===== config.mk =====
export PLATFORM = sky130hd
export DESIGN_NAME = fal_cell
export DESIGN_NICKNAME = d
export VERILOG_FILES = /design/src/fal_pkg.sv /design/src/fal_cell.sv
export SDC_FILE = /design/constraint.sdc
export NUM_CORES = 1
export LEC_CHECK = 0
export BUFFER_PORTS_ARGS = -buffer_cell sky130_fd_sc_hd__buf_4
export CORE_ASPECT_RATIO = 2
export CORE_MARGIN = 2
export CORE_UTILIZATION = 50
export CTS_CLUSTER_DIAMETER = 200
export CTS_CLUSTER_SIZE = 40
export DETAILED_ROUTE_END_ITERATION = 10
export GPL_TIMING_DRIVEN = 0
export PLACE_DENSITY = 0.77
export REMOVE_ABC_BUFFERS = 1
export SYNTH_ARGS = -nofsm -noshare
export SYNTH_HDL_FRONTEND = slang
export SYNTH_SLANG_ARGS = --single-unit

===== constraint.sdc =====
create_clock -name clk -period 6.6 [get_ports clk]
set_input_delay 0.99 -clock clk [delete_from_list [all_inputs] [get_ports clk]]
set_output_delay 0.99 -clock clk [all_outputs]
set_load 0.02 [all_outputs]

===== src/fal_pkg.sv =====
`timescale 1ns / 1ps
package fal_pkg;

    localparam int FRAMES  = 64;
    localparam int FRAME_W = $clog2(FRAMES);
    localparam int COUNT_W = $clog2(FRAMES + 1);

    localparam logic [1:0] OP_ALLOC = 2'd0;
    localparam logic [1:0] OP_FREE  = 2'd1;
    localparam logic [1:0] OP_READ  = 2'd2;
    localparam logic [1:0] OP_WRITE = 2'd3;

    localparam logic [1:0] ST_OK        = 2'd0;
    localparam logic [1:0] ST_NO_FRAME  = 2'd1;
    localparam logic [1:0] ST_RANGE     = 2'd2;
    localparam logic [1:0] ST_NOT_ALLOC = 2'd3;

    typedef enum logic [1:0] {
        WR_ALLOC,
        WR_FREE,
        WR_TOUCH
    } wr_kind_t;

    // search token handed from cell to cell
    typedef struct packed {
        logic               free_hit;
        logic [FRAME_W-1:0] free_idx;
        logic               cl_hit;
        logic [FRAME_W-1:0] cl_idx;
        logic [31:0]        cl_stamp;
        logic [15:0]        cl_owner;
        logic [15:0]        cl_page;
        logic               an_hit;
        logic [FRAME_W-1:0] an_idx;
        logic [31:0]        an_stamp;
        logic [15:0]        an_owner;
        logic [15:0]        an_page;
        logic               an_dirty;
        logic               tgt_alloc;
    } scan_t;

    // update broadcast to every cell
    typedef struct packed {
        logic               we;
        logic [FRAME_W-1:0] idx;
        wr_kind_t           kind;
        logic [15:0]        owner;
        logic [15:0]        page;
        logic [31:0]        stamp;
        logic               set_dirty;
    } wcmd_t;

endpackage


===== src/fal_cell.sv =====
`timescale 1ns / 1ps
module fal_cell (
    input  logic                   clk,
    input  logic                   rst_n,
    input  logic [fal_pkg::FRAME_W-1:0] idx,
    input  logic [fal_pkg::FRAME_W-1:0] tgt,
    input  fal_pkg::wcmd_t         wcmd,
    input  fal_pkg::scan_t         tok_in,
    output fal_pkg::scan_t         tok_out
);
    import fal_pkg::*;

    logic        alloc_reg;
    logic        dirty_reg;
    logic [15:0] owner_reg;
    logic [15:0] page_reg;
    logic [31:0] stamp_reg;
    scan_t       tok_reg;
    scan_t       tok_next;
    logic        sel;

    assign sel     = wcmd.we && (wcmd.idx == idx);
    assign tok_out = tok_reg;

    always_comb
    begin
        tok_next = tok_in;
        if (!alloc_reg && !tok_in.free_hit)
        begin
            tok_next.free_hit = 1'b1;
            tok_next.free_idx = idx;
        end
        // pinned owner never a victim
        if (alloc_reg && owner_reg != 16'd0)
        begin
            if (!dirty_reg && (!tok_in.cl_hit || stamp_reg < tok_in.cl_stamp))
            begin
                tok_next.cl_hit   = 1'b1;
                tok_next.cl_idx   = idx;
                tok_next.cl_stamp = stamp_reg;
                tok_next.cl_owner = owner_reg;
                tok_next.cl_page  = page_reg;
            end
            if (!tok_in.an_hit || stamp_reg < tok_in.an_stamp)
            begin
                tok_next.an_hit   = 1'b1;
                tok_next.an_idx   = idx;
                tok_next.an_stamp = stamp_reg;
                tok_next.an_owner = owner_reg;
                tok_next.an_page  = page_reg;
                tok_next.an_dirty = dirty_reg;
            end
        end
        if (tgt == idx)
        begin
            tok_next.tgt_alloc = alloc_reg;
        end
    end

    always_ff @(posedge clk or negedge rst_n)
    begin
        if (!rst_n)
        begin
            alloc_reg <= 1'b0;
            dirty_reg <= 1'b0;
            owner_reg <= 16'd0;
            page_reg  <= 16'd0;
        end
        else if (sel)
        begin
            case (wcmd.kind)
                WR_ALLOC:
                begin
                    alloc_reg <= 1'b1;
                    dirty_reg <= 1'b0;
                    owner_reg <= wcmd.owner;
                    page_reg  <= wcmd.page;
                end
                WR_FREE:
                begin
                    alloc_reg <= 1'b0;
                    dirty_reg <= 1'b0;
                    owner_reg <= 16'd0;
                    page_reg  <= 16'd0;
                end
                WR_TOUCH:
                begin
                    dirty_reg <= dirty_reg | wcmd.set_dirty;
                end
                default:
                begin
                    alloc_reg <= alloc_reg;
                end
            endcase
        end
    end

    always_ff @(posedge clk)
    begin
        if (sel && (wcmd.kind == WR_ALLOC || wcmd.kind == WR_TOUCH))
        begin
            stamp_reg <= wcmd.stamp;
        end
        tok_reg <= tok_next;
    end

endmodule


==> out/results.env, run 1 <==
CRITICAL_PATH_PEAK_FANOUT=49
POST-SYNTH-TOP-COUNT-CELL='sky130_fd_sc_hd__dfxtp_1'
DRT-VIAS-PER-INSTANCE=6.18
YOSYSWARNINGCOUNT=0
FINALMAXSLEWVIOLATIONS=0
TIGHTESTPINTRANSITION_NS=0.911
GRT_USAGE=0.303
END_KIND='register'
POST_CTS_HOLD_BUFFER_COUNT=0
FLOORPLAN.ROWS=78
PLACE_AREA_SQ_MM=0.0147
PATH_CATEGORY_OF_THE_WORST_MIN_DELAY_CHECK='primary input to async pin'
MAX-SLEW-MARGIN-REL=0.393
GRT_PASS1_VIAS=10900
CP.REQUIRED_NS=7.00
CRITICAL_PATH_BUF_INV_COUNT=3
DIEHEIGHT_UM=218
CTS_INSERTED_BUFFERS=9
FIN_NETS=1795
STARTPOINT='owner_reg[3]'
FINALWORSTPATHREQUIREDPERIOD_NS=3.43
REPORT.FINAL.HOLD_VIOL_COUNT=0
CRIT_PATH_FREQUENT_CELL='sky130_fd_sc_hd__buf_8'
FINALWORSTSETUPSLACK_NS=3.17
FLOW.AREA_GROWTH_FROM_SYNTHESIS_PCT=31.2
FIN_SETUP_TNS_NS=0
CRITICAL_PATH.ENDPOINT='tok_out[120]'
DPL_WORST_SLACK_NS=2.74
CTS-RESIZED-GATES=0
FINALSETUPVIOLATIONS=0
CLKSINKCOUNT=217
WORST_R2R_PATH_DEPTH=9
GRT_START_MAX_NET_PINS=109
SYN_INST=1180
RUN_STATUS='complete, no violations'
CRITICALPATHCATEGORY='register to register'
CRIT_CELLS=9
INITIAL_UTILIZATION=0.508
NUMBER_OF_FLIP_FLOPS_IN_THE_LARGEST_REGISTER=151
POSTCTSSETUPREPAIRBUFS=0
DRT_ITER0_MARKERS=655
HIGHEST_CLOCK_RATE_MHz=291
WL_CELL_UM=21.5
FINALINSTANCEAREA_SQ_MM=0.0150
SEQUENTIAL_FRACTION_OF_THE_SYNTHESIS_AREA=0.422
RSZ0062_AT_GRT='no'
TRITONCTS='yes'
SYNTH_LARGEST_AREA_CELL='sky130_fd_sc_hd__dfxtp_1'
CRITICAL-PATH-SLOWEST-CELL='sky130_fd_sc_hd__a311oi_4'
MAX_VDD_DROP_mV=0.314
HTREE_LEVELS=1
SLOWEST_DELAY_NS=0.62
R2R_END='tok_out[120]'
CLK_TRANSITION_REPORTED_PATHS_NS=0.15
DESIGN.PORTCOUNT=390
SYNTHDISTINCTLIBCELLS=49
POSTSYNTH.ASYNCRESETSHARE=0.157
PORTBUFFERS=389
GRT_OVERFLOW=0
CORE-AREA_SQ_MM=0.0225
CRITICAL-PATH-TOP-DELAY-FAMILY='simple AND/OR/NAND/NOR gates'
CLK_ROOT_BUFFER_CELL='sky130_fd_sc_hd__clkbuf_16'
DIE_X_UM=111
YS_SEQ_ELEMENTS=217
SYNTHTOPCELLSBYCOUNT='151 x sky130_fd_sc_hd__dfxtp_1, 115 x sky130_fd_sc_hd__nand3_1, 92 x sky130_fd_sc_hd__clkbuf_1, 82 x sky130_fd_sc_hd__nand2_1'
TOTALWIRELENGTH_MM=38.3
POST-ROUTE-DRC-COUNT=0
WORST-R2R-SETUP-SLACK_NS=3.17
FINAL_LAYOUT_SIZE_SUFFIX_GT1_FRAC=0.330
REGTOREGSTARTPOINT='owner_reg[3]'
MAXCAPVIOLATIONS=0
CTS_BUFFER_DEPTH=3
POST-ROUTE-PERIOD-UTIL=0.520
ARRIVAL_NS=3.83
FIN_TOTAL_PWR_mW=3.14
FIRST_PASS_GRT_WIRE_LENGTH_MM=58.9
HOLD_WS_NS=0.450
SYNTH_TOP_AREA_FRAC=0.264
ANT_NETS=0
SYNTH_AREA_PER_CELL_SQ_UM=9.70
WORSTSKEWPAIRLATENCY_NS=0.49
DPL.HPWL_MM=27.5
FIN_SKEW_NS=0.0374
CELL_TYPES_WITH_THE_LARGEST_AREA_SHARE_AFTER_SYNTHESIS='sky130_fd_sc_hd__dfxtp_1 26%, sky130_fd_sc_hd__edfxtp_1 8.4%, sky130_fd_sc_hd__dfrtp_1 7.4%'
FINALWEIGHTEDCONGESTION=0.839
CELLPOWERDENSITY_mW_PER_MM2=209
VIAS=11000
WORSTSETUPSTARTPOINTTYPE='register'
GRT_ANTENNA_BEFORE_REPAIR=4
SYN_AREA_SQ_MM=0.0114
DESIGN.DIE.AREA_SQ_MM=0.0242
WORSTPATHCELLLIST='nor4_1, nand4_1, and2_4, buf_12, nand2b_1, a311oi_4, buf_8, buf_8, mux2_2'
POWER.STATIC_LEAKAGE_nW=6.58
FIRST_PASS_ITERS=5
YS_DOMINANT_REG_CELL='sky130_fd_sc_hd__dfxtp_1'
NUMBER_OF_ENABLE_FLIP_FLOP_CELLS_AFTER_SYNTHESIS=32
==> cell families after synthesis <==
family,Yosys count,synth area share
buffers and inverters,172,0.0614
DFF,217,0.422
AOI/OAI and AO/OA,197,0.142
adders and majority gates,62,0.0678
muxes,77,0.0823
and+or+nand+nor,443,0.215
xor gates and xnor gates,12,0.00918
==> power by group <==
| group | leakage (nW) | switching (mW) | internal (mW) |
|---|---|---|---|
| Combinational | 4.43 | 0.492 | 0.419 |
| Sequential | 2.03 | 0.0581 | 1.47 |
| Clock | 0.126 | 0.437 | 0.265 |
==> layout make-up <==
cell class | instances | area, sq um
antenna | 4 | 10.0
clock buffer | 12 | 236
clock inverter | 1 | 30.0
fill | 1892 | 7530
inverter | 67 | 251
multi-input combinational | 791 | 5960
sequential | 217 | 4830
tap | 280 | 350
timing repair buffer | 408 | 3340
==> through the flow <==
step           instances   util
3_3_place_gp        1744  0.633
6_report            1780  0.666
4_1_cts             1776  0.666
2_1_floorplan       1075      -
3_5_place_dp        1763  0.654
5_1_grt             1780  0.666
==> layout by cell type, fill, tap and decap left out, drive strengths merged, types with 26 or more instances in the layout <==
cell / count
a21oi: 26
a221oi: 42
a311oi: 32
and2: 41
buf: 408
dfrtp: 34
dfxtp: 151
edfxtp: 32
ha: 62
inv: 67
mux2: 77
nand2: 82
nand3: 115
nand3b: 32
nand4: 43
nor2: 40
nor3b: 71
o2111ai: 71
==> per-layer routing <==
layer	global-route usage	vias up	wire length (um)
met5	0	-	0
met4	0.157	0	2100
met3	0.0445	111	2700
met2	0.546	522	20100
met1	0.344	5319	13500
li1	-	5053	-
==> worst min-delay path by stage <==
stage | slack, ns | endpoint | cells past startpoint
final | 0.45 | page_reg[0] | 1
after global routing | 0.46 | page_reg[15] | 1
after global placement | 0.49 | page_reg[9] | 2
after detailed placement | 0.50 | page_reg[9] | 2
after CTS | 0.45 | page_reg[0] | 1
after floorplan | 0.47 | page_reg[13] | 2
==> worst reg2reg max path: stages, from the launching register on <==
cell                       delay [ns]
sky130_fd_sc_hd__dfrtp_1         0.51
sky130_fd_sc_hd__nor4_1          0.11
sky130_fd_sc_hd__nand4_1         0.17
sky130_fd_sc_hd__and2_4          0.58
sky130_fd_sc_hd__buf_12          0.33
sky130_fd_sc_hd__nand2b_1        0.18
sky130_fd_sc_hd__a311oi_4        0.62
sky130_fd_sc_hd__buf_8           0.27
sky130_fd_sc_hd__buf_8           0.21
sky130_fd_sc_hd__mux2_2          0.37
(Power assumes the default switching activity.)
==> run 2, diff against run 1 <==
--- a/config.mk
+++ b/config.mk
@@ -8,12 +8,12 @@
 export BUFFER_PORTS_ARGS = -buffer_cell sky130_fd_sc_hd__buf_4
 export CORE_ASPECT_RATIO = 2
 export CORE_MARGIN = 2
-export CORE_UTILIZATION = 50
+export CORE_UTILIZATION = 46
 export CTS_CLUSTER_DIAMETER = 200
 export CTS_CLUSTER_SIZE = 40
 export DETAILED_ROUTE_END_ITERATION = 10
 export GPL_TIMING_DRIVEN = 0
-export PLACE_DENSITY = 0.77
+export PLACE_DENSITY = 0.74
 export REMOVE_ABC_BUFFERS = 1
 export SYNTH_ARGS = -nofsm -noshare
 export SYNTH_HDL_FRONTEND = slang
==> constraint.sdc (replaced) <==
create_clock -name clk -period 3.13 [get_ports clk]
set_input_delay 0.4695 -clock clk [delete_from_list [all_inputs] [get_ports clk]]
set_output_delay 0.4695 -clock clk [all_outputs]
set_load 0.02 [all_outputs]
==> run 2 against run 1 <==
  * Critical path depth stayed put
  * Routed wire length increased by 1.3%
  * Via count is 1.6% lower
  * Clock skew up 0.0078 ns
  * Largest power group unchanged
  * Sequential share of layout area fell by 0.32 points
  * First-iteration DRC count increased by 12%
  * Global-route usage is 1.8 points lower
  * Clock power grew 110%
  * Critical endpoint is now tok_out[141]
  * Setup slack lost 3.1 ns
  * Core utilization shrank 4.5 points
  * Combinational power grew 110%
  * Power rose by 110%
==> out/results.env, run 2 (synthesis results as in run 1) <==
RSZ0062_AT_GRT='no'
FIRST_PASS_ITERS=6  # +1
FINALSETUPVIOLATIONS=0  # unchanged
FINALWORSTSETUPSLACK_NS=0.0677  # -3.10 ns
POWER.STATIC_LEAKAGE_nW=6.64  # +0.86%
PATH_CATEGORY_OF_THE_WORST_MIN_DELAY_CHECK='primary input to register'
ROUTED.TOP_LAYER='met4'
MOSTFREQUENTLAYOUTCELL='sky130_fd_sc_hd__buf_4'
TOTALWIRELENGTH_MM=38.8  # +1.3%
CRITICALPATHCATEGORY='register to register'
HTREE_LEVELS=1  # unchanged
DIE_X_UM=116  # +4.1%
DRT-VIAS-PER-INSTANCE=5.89  # -4.7%
VIAS=10800  # -1.6%
FIRST_PASS_GRT_WIRE_LENGTH_MM=58.4  # -0.81%
FINAL_LAYOUT_SIZE_SUFFIX_GT1_FRAC=0.333  # +0.00245
FIN_NETS=1802  # +0.39%
FINALWEIGHTEDCONGESTION=0.842  # +0.41%
MET1_LENGTH_MM=14.3  # +6.4%
GRT_START_MAX_NET_PINS=112  # +2.8%
GRT_USAGE=0.284  # -0.0184
FIN_SETUP_TNS_NS=0  # unchanged
DR_WL_MET2_MM=20.2  # +0.72%
STARTPOINT='owner_reg[11]'
CORE-AREA_SQ_MM=0.0244  # +8.3%
WORST-R2R-SETUP-SLACK_NS=0.07  # -3.10 ns
LAYOUT.FILLER_CELLS=2061  # +8.9%
WORST_R2R_PATH_DEPTH=9  # unchanged
WORSTSETUPSTARTPOINTTYPE='register'
REPORT.FINAL.HOLD_VIOL_COUNT=0  # unchanged
MAX_VDD_DROP_mV=0.479  # +53%
TIGHTESTPINTRANSITION_NS=0.928  # +0.0173 ns
POST-ROUTE-PERIOD-UTIL=0.978  # +0.458
DRT_ITER0_MARKERS=734  # +12%
HOLD_START='wcmd[31]'
TRITONCTS='yes'
CLKSINKCOUNT=217  # unchanged
DPL.HPWL_MM=27.7  # +0.46%
FIN_SKEW_NS=0.0452  # +0.00781 ns
INITIAL_UTILIZATION=0.469  # -0.0391
ARRIVAL_NS=3.42  # -0.41 ns
CELLPOWERDENSITY_mW_PER_MM2=439  # +110%
POST-ROUTE-DRC-COUNT=0  # unchanged
GRT_PASS1_VIAS=10600  # -2.1%
GRT_ANTENNA_BEFORE_REPAIR=3  # -1
CTS_INSERTED_BUFFERS=9  # unchanged
MOST-COMMON-LAYOUT-CELLS='392 x sky130_fd_sc_hd__buf_4, 151 x sky130_fd_sc_hd__dfxtp_1, 115 x sky130_fd_sc_hd__nand3_1'
CLK_ROOT_BUFFER_CELL='sky130_fd_sc_hd__clkbuf_16'
MAXCAPVIOLATIONS=0  # unchanged
FINALMAXSLEWVIOLATIONS=0  # unchanged
ROUTED_LENGTH_ON_MET3_MM=2.45  # -9.3%
FLOORPLAN.ROWS=81  # +3.8%
DESIGN.PORTCOUNT=390  # unchanged
RUN_STATUS='complete, no violations'
WORSTSKEWPAIRLATENCY_NS=0.50  # about the same
PORTBUFFERS=389  # unchanged
CRITICAL_PATH.ENDPOINT='tok_out[141]'
CRITICAL_PATH_PEAK_FANOUT=46  # -6.1%
REGTOREGSTARTPOINT='owner_reg[11]'
MAX-SLEW-MARGIN-REL=0.380  # -0.0130
WL_CELL_UM=21.1  # -1.9%
FINALWORSTPATHREQUIREDPERIOD_NS=3.06  # -0.372 ns
END_KIND='register'
FLOW.AREA_GROWTH_FROM_SYNTHESIS_PCT=32.5
CP.REQUIRED_NS=3.48  # -3.52 ns
R2R_END='tok_out[141]'
HIGHEST_CLOCK_RATE_MHz=327  # +12%
UTILIZATION=0.621  # -0.0452
CTS_BUFFER_DEPTH=3  # unchanged
NUMBER_OF_FLIP_FLOPS_IN_THE_LARGEST_REGISTER=151  # unchanged
ANT_NETS=0  # unchanged
DPL_WORST_SLACK_NS=-0.377  # -3.12 ns
GRT_OVERFLOW=0  # unchanged
CLK_TRANSITION_REPORTED_PATHS_NS=0.15  # about the same
FIN_TOTAL_PWR_mW=6.65  # +110%
DIEHEIGHT_UM=227  # +4.2%
DESIGN.DIE.AREA_SQ_MM=0.0262  # +8.5%
[run 2: area by class of cell]
class	instances	area (sq um)	share of cell area
clock buffers	12	236	0.0156
flip-flops and latches	217	4830	0.319
repair buffers	415	3410	0.225
well taps	332	415	0.0274
inverters	67	251	0.0166
clock inverters	1	30.0	0.00198
diodes	3	7.51	0.000495
multi-input cells	791	5970	0.394
[run 2: where the power goes]
part / internal [mW] / switching [mW]
clock: 0.559 / 0.928
combinational: 0.898 / 1.04
sequential: 3.10 / 0.125
total: 4.56 / 2.09
[run 2: worst min path at each step]
stage | endpoint | slack, ns | cells past startpoint
floorplan | alloc_reg | 0.17 | 0
global placement | page_reg[13] | 0.48 | 1
detailed placement | page_reg[13] | 0.48 | 1
CTS | stamp_reg[30] | 0.12 | 1
global route | stamp_reg[28] | 0.11 | 1
finish | stamp_reg[30] | 0.13 | 1
[run 2: metal layers]
metal	global-route usage	vias to the layer above
met5	0	-
met4	0.140	0
met3	0.0447	94
met2	0.508	469
met1	0.323	5211
li1	-	5055
[run 2: timing repair]
action / 4_1_cts / 5_1_grt
hold endpoints to repair: 34 / 0
setup buffers: 4 / 0
endpoints found under the setup margin: 62 / 0
gates resized for setup: 1 / 0
hold buffers: 1 / 0
[run 2: worst max-delay path: stages, from the launching register on]
cell	delay, ns
sky130_fd_sc_hd__dfrtp_1	0.45
sky130_fd_sc_hd__nor4_1	0.60
sky130_fd_sc_hd__nand4_1	0.28
sky130_fd_sc_hd__and2_4	0.41
sky130_fd_sc_hd__nand2b_1	0.25
sky130_fd_sc_hd__a311oi_4	0.07
sky130_fd_sc_hd__buf_4	0.18
sky130_fd_sc_hd__buf_8	0.14
sky130_fd_sc_hd__buf_8	0.16
sky130_fd_sc_hd__mux2_1	0.32
[run 2: metrics by stage]
| step | hold WS (ns) | instance area, sq um | cells |
|---|---|---|---|
| floorplan | 0.174 | 11000 | 1075 |
| global placement | 0.475 | 14300 | 1796 |
| detailed placement | 0.476 | 14800 | 1817 |
| CTS | 0.121 | 15200 | 1835 |
| global route | 0.114 | 15200 | 1838 |
| finish | 0.132 | 15200 | 1838 |
